$ cat config.mk
export PLATFORM = sky130hd
export DESIGN_NAME = mbp_digit_shreg
export DESIGN_NICKNAME = d
export VERILOG_FILES = /design/src/rtl/mbp_pkg.sv /design/src/rtl/mbp_digit_shreg.sv
export SDC_FILE = /design/constraint.sdc
export NUM_CORES = 1
export LEC_CHECK = 0
export ABC_AREA = 1
export ABC_CLOCK_PERIOD_IN_PS = 8200
export BUFFER_PORTS_ARGS = -buffer_cell sky130_fd_sc_hd__buf_4
export CAP_MARGIN = 20
export CORE_ASPECT_RATIO = 2
export CORE_MARGIN = 2
export CORE_UTILIZATION = 30
export DETAILED_ROUTE_END_ITERATION = 6
export PLACE_DENSITY = 0.54
export REMOVE_ABC_BUFFERS = 1
export SYNTH_ARGS = -nofsm -noshare
export SYNTH_HDL_FRONTEND = slang
export SYNTH_SLANG_ARGS = --single-unit
$ cat constraint.sdc
create_clock -name i_clk -period 8.2 [get_ports i_clk]
set_input_delay 1.64 -clock i_clk [delete_from_list [all_inputs] [get_ports i_clk]]
set_output_delay 1.64 -clock i_clk [all_outputs]
set_load 0.02 [all_outputs]
$ cat src/rtl/mbp_pkg.sv
// ----------------------------------------------------------------------------
// mbp_pkg: shared definitions of the MSB-first bit packer
// Field widths, result codes, mode codes and parameter defaults.
// ----------------------------------------------------------------------------
package mbp_pkg;

    localparam int POS_W        = 16;
    localparam int CNT_W        = 7;
    localparam int VAL_W        = 64;
    localparam int NPOS_W       = 15;
    localparam int OUT_ADDR_W   = 12;
    localparam int IN_DATA_W    = 88;
    localparam int IN_USER_W    = 1;
    localparam int OUT_DATA_W   = 40;
    localparam int OUT_USER_W   = 3;
    localparam int CFG_W        = 16;

    localparam logic [CFG_W-1:0] CAP_RESET = 16'd32768;

    localparam int DEF_STORE_BYTES    = 4096;
    localparam int DEF_MAX_FIELD_BITS = 64;

    typedef enum logic [1:0] {
        ST_OK            = 2'd0,
        ST_WRITE_REFUSED = 2'd1,
        ST_SEEK_REFUSED  = 2'd2
    } t_status;

    typedef enum logic {
        MODE_WRITE = 1'b0,
        MODE_SEEK  = 1'b1
    } t_mode;

    typedef struct packed {
        logic load;
        logic shift;
    } t_shreg_ctrl;

endpackage

$ cat src/rtl/mbp_digit_shreg.sv
// ----------------------------------------------------------------------------
// mbp_digit_shreg: byte-serial field shifter
// Holds the field bits and their mask aligned to byte boundaries of the store
// and hands out one byte of each per step, merging it into the old byte.
// ----------------------------------------------------------------------------
module mbp_digit_shreg
    import mbp_pkg::*;
#(
    parameter int MAX_FIELD_BITS = DEF_MAX_FIELD_BITS
) (
    input  logic                      i_clk,
    input  t_shreg_ctrl               i_ctrl,
    input  logic [MAX_FIELD_BITS-1:0] i_value,
    input  logic [CNT_W-1:0]          i_bit_count,
    input  logic [2:0]                i_offset,
    input  logic [7:0]                i_old_byte,
    output logic [7:0]                o_new_byte
);

    localparam int SW  = MAX_FIELD_BITS + 8;
    localparam int SHW = $clog2(SW + 1);

    logic [SW-1:0]  r_data;
    logic [SW-1:0]  r_mask;
    logic [SW-1:0]  n_data;
    logic [SW-1:0]  n_mask;
    logic [SHW-1:0] w_amt;
    logic [7:0]     w_dbyte;
    logic [7:0]     w_mbyte;

    assign w_amt = SHW'(SW) - SHW'(i_offset) - SHW'(i_bit_count);

    always_comb begin
        n_data = r_data;
        n_mask = r_mask;
        if (i_ctrl.load) begin
            n_data = SW'(i_value) << w_amt;
            n_mask = (~({SW{1'b1}} << i_bit_count)) << w_amt;
        end else if (i_ctrl.shift) begin
            n_data = {r_data[SW-9:0], 8'b0};
            n_mask = {r_mask[SW-9:0], 8'b0};
        end
    end

    always_ff @(posedge i_clk) begin
        r_data <= n_data;
        r_mask <= n_mask;
    end

    assign w_dbyte    = r_data[SW-1 -: 8];
    assign w_mbyte    = r_mask[SW-1 -: 8];
    assign o_new_byte = (i_old_byte & ~w_mbyte) | (w_dbyte & w_mbyte);

endmodule

==> reports/metrics.yaml <==
violations: "DRC"
dpl_cell_area_um2: 16440
dr_total_vias: 17991
vdd_drop_max_mv: 0.1157
hold_path_startpoint: "r_mask[33]"
ctsResizeCount: 0
path_common_cell: "nand2_1"
wl_per_cell_um: 23.28
fin_crit_ns: 5.124
grt_usage: 0.2695
nets: 2585
relSlewSlack: 0.2616
drv_cap: 0
overflow: 0
synth-edff-count: 144
post_cts_buffers: 0
setup_violations: 0
final_layout_size_suffix_gt1_frac: 0.09018
drtIter0Drc: 1503
startpoint_type: "input pin"
cts_made_buffers: 25
ys_ff_latch: 144
grt_first_pass_wirelength_um: 107300
grt_max_degree: 94
regArea_um2: 4324
syn-cell-area_um2: 15450
synth_area_leaders: "edfxtp_1 28%, nand2_1 23%, nand3_1 16%"
hold_buffers: 0
ff2ff_setup_slack_ns: 7.22
r2r-start: "r_data[31]"
slowest_delay_ns: 1.11
hold_path.class: "reg -> reg"
root_buffer: "clkbuf_16"
synth_top_area_frac: 0.2800
n_antenna_cell: 0
end_kind: "flip-flop"
die_area_um2: 53430
finish.utilization: 0.3362
ys_async_sr_fraction: 0
setup_tns_ns: 0
synth_most_common_cell: "nand2_1"
timing.hold.ws_ns: 0.5238
avgSynthCellArea_um2: 6.086
post-dp-hpwl_um: 54280
setup_ws_ns: 3.076
place_ws_ns: 2.545
cts.clk_slew.worst_paths_ns: 0.06
fin_area_um2: 17130
cts_buffer_depth: 3
wl_um: 73300
start_util: 0.3032
globalplace.congestion: 1.065
die_height_um: 324.9
fp.dieW_um: 164.4
cts_tree: "yes"
fin_skew_ns: 0.01277
critical_path_class: "in -> reg"
dr.pass1.iters: 7
arrival_ns: 5.38
cp_max_fo: 52
status: "complete, but fails checks"
antenna_found_initial: 1
worst_pin_slew_ns: 1.108
detail_route.vias_per_cell: 5.713
power_density_nw_per_um2: 231.8
drc: 2
placementRows: 117
io_buffer_count: 92
rsz0062_at_grt: "no"
ios: 93
ant_nets: 0
multi_input_area_um2: 9910
cts.sinks: 144
h-tree-depth: 4
leakage_nw: 7.648
synth_cell_type_count: 43
hold_viol_final: 0
synth_area_leader_cell: "edfxtp_1"
crit_path_top_delay_cell: "fa_4"
fill_cells: 5744
core_area_um2: 50940
fin_crit_sh: 0.6248
syn_inst: 2538
ys_top_cells_by_count: "934 x nand2_1, 508 x nand3_1, 239 x o21ai_0, 144 x edfxtp_1, 97 x nor2_1"
drv_slew: 0
first_global_vias: 17303
path_cells: "buf_4, ha_1, inv_1, ha_4, inv_1, fa_4, buf_4, nand2_1, inv_1, nand3_1, nand2_1, nor2_1, a21oi_1, nand2_1, nand2_1, nand2_1, nand2_1, nand2_1"
insertion_delay_ns: 0.50
required_ns: 8.45
ys_warn_count: 0
synth_sequential_area_ratio: 0.2800
synth_ff_type: "edfxtp_1"
fmax_mhz: 195.2
area_growth_pct: 10.89
crit_start: "i_bit_count[1]"
==> critical path, delay by kind of cell <==
family                     cells  cell delay (ns)
adders and majority gates      3             1.54
buffers and inverters          5             1.11
AOI/OAI and AO/OA              1             0.25
and+or+nand+nor                9             0.80
==> placed cells by master (no fill, tap or decap), drive strengths merged <==
cell    netlist  layout
a22oi         9       9
xnor2         1       1
o21a          7       7
a31oi        16      16
clkinv        1      10
o211ai       87      87
ha           10      10
o21ai       251     251
bufinv        0       1
mux2i         8       8
nand2       936     936
o31ai         1       1
fa            1       1
a22o          9       9
or2          33      33
a21oi        56      56
and2          1       1
nand4        23      23
nand3       509     509
inv         100      96
a21o          6       6
mux2          8       8
clkbuf       82      27
xor2          2       2
nor4          2       2
a32o          4       4
nor2        103     103
nor3          5       5
edfxtp      144     144
buf         123     129
==> report_power, final <==
group	internal, mW	switching (mW)
clock network	0.574	0.346
logic	0.575	1.44
registers	0.980	0.0534
total	2.13	1.84
==> cells by family (layout without fill, tap and decap cells) <==
logic type	count (synthesis)	in the layout	share of synthesized area
buf+inv	306	263	0.08246
simple gates	1612	1612	0.4456
flops	144	144	0.2800
compound gates	446	446	0.1682
fa+ha+maj	11	11	0.009397
xor+xnor	3	3	0.003403
mux	16	16	0.01102
==> per-stage QoR <==
stage	std cells	power, mW
floorplan	2333	2.326
global placement	3115	3.023
detailed placement	3116	3.029
CTS	3149	3.950
global route	3149	4.199
finish	3149	3.971
==> path summary, 6_finish.rpt <==
| check | depth (start not counted) | end |
|---|---|---|
| max | 18 | r_mask[70] |
| min | 2 | r_mask[41] |
| max reg2reg | 2 | r_data[39] |
| min reg2reg | 2 | r_mask[41] |
==> area by class of cell <==
type | count | share of cell area
multi-input combinational | 2088 | 0.5785
clock inverter | 6 | 0.002995
clock buffer | 27 | 0.03696
inverter | 101 | 0.02257
tap | 654 | 0.04777
timing repair buffer | 129 | 0.05873
sequential | 144 | 0.2524
==> routing by layer <==
layer	wire, um	vias up	global-route usage	share of wire
met1	25200	8445	0.2741	0.34
met5	11	-	0	0.00015
li1	-	8564	-	-
met3	3207	220	0.02780	0.044
met4	7267	2	0.2308	0.099
met2	37620	760	0.4811	0.51
==> flip-flops by register name, indices dropped and copies added (netlist names) <==
name / cells
r_data: 72
r_mask: 72
No activity file was read; power rests on OpenSTA's default activity.
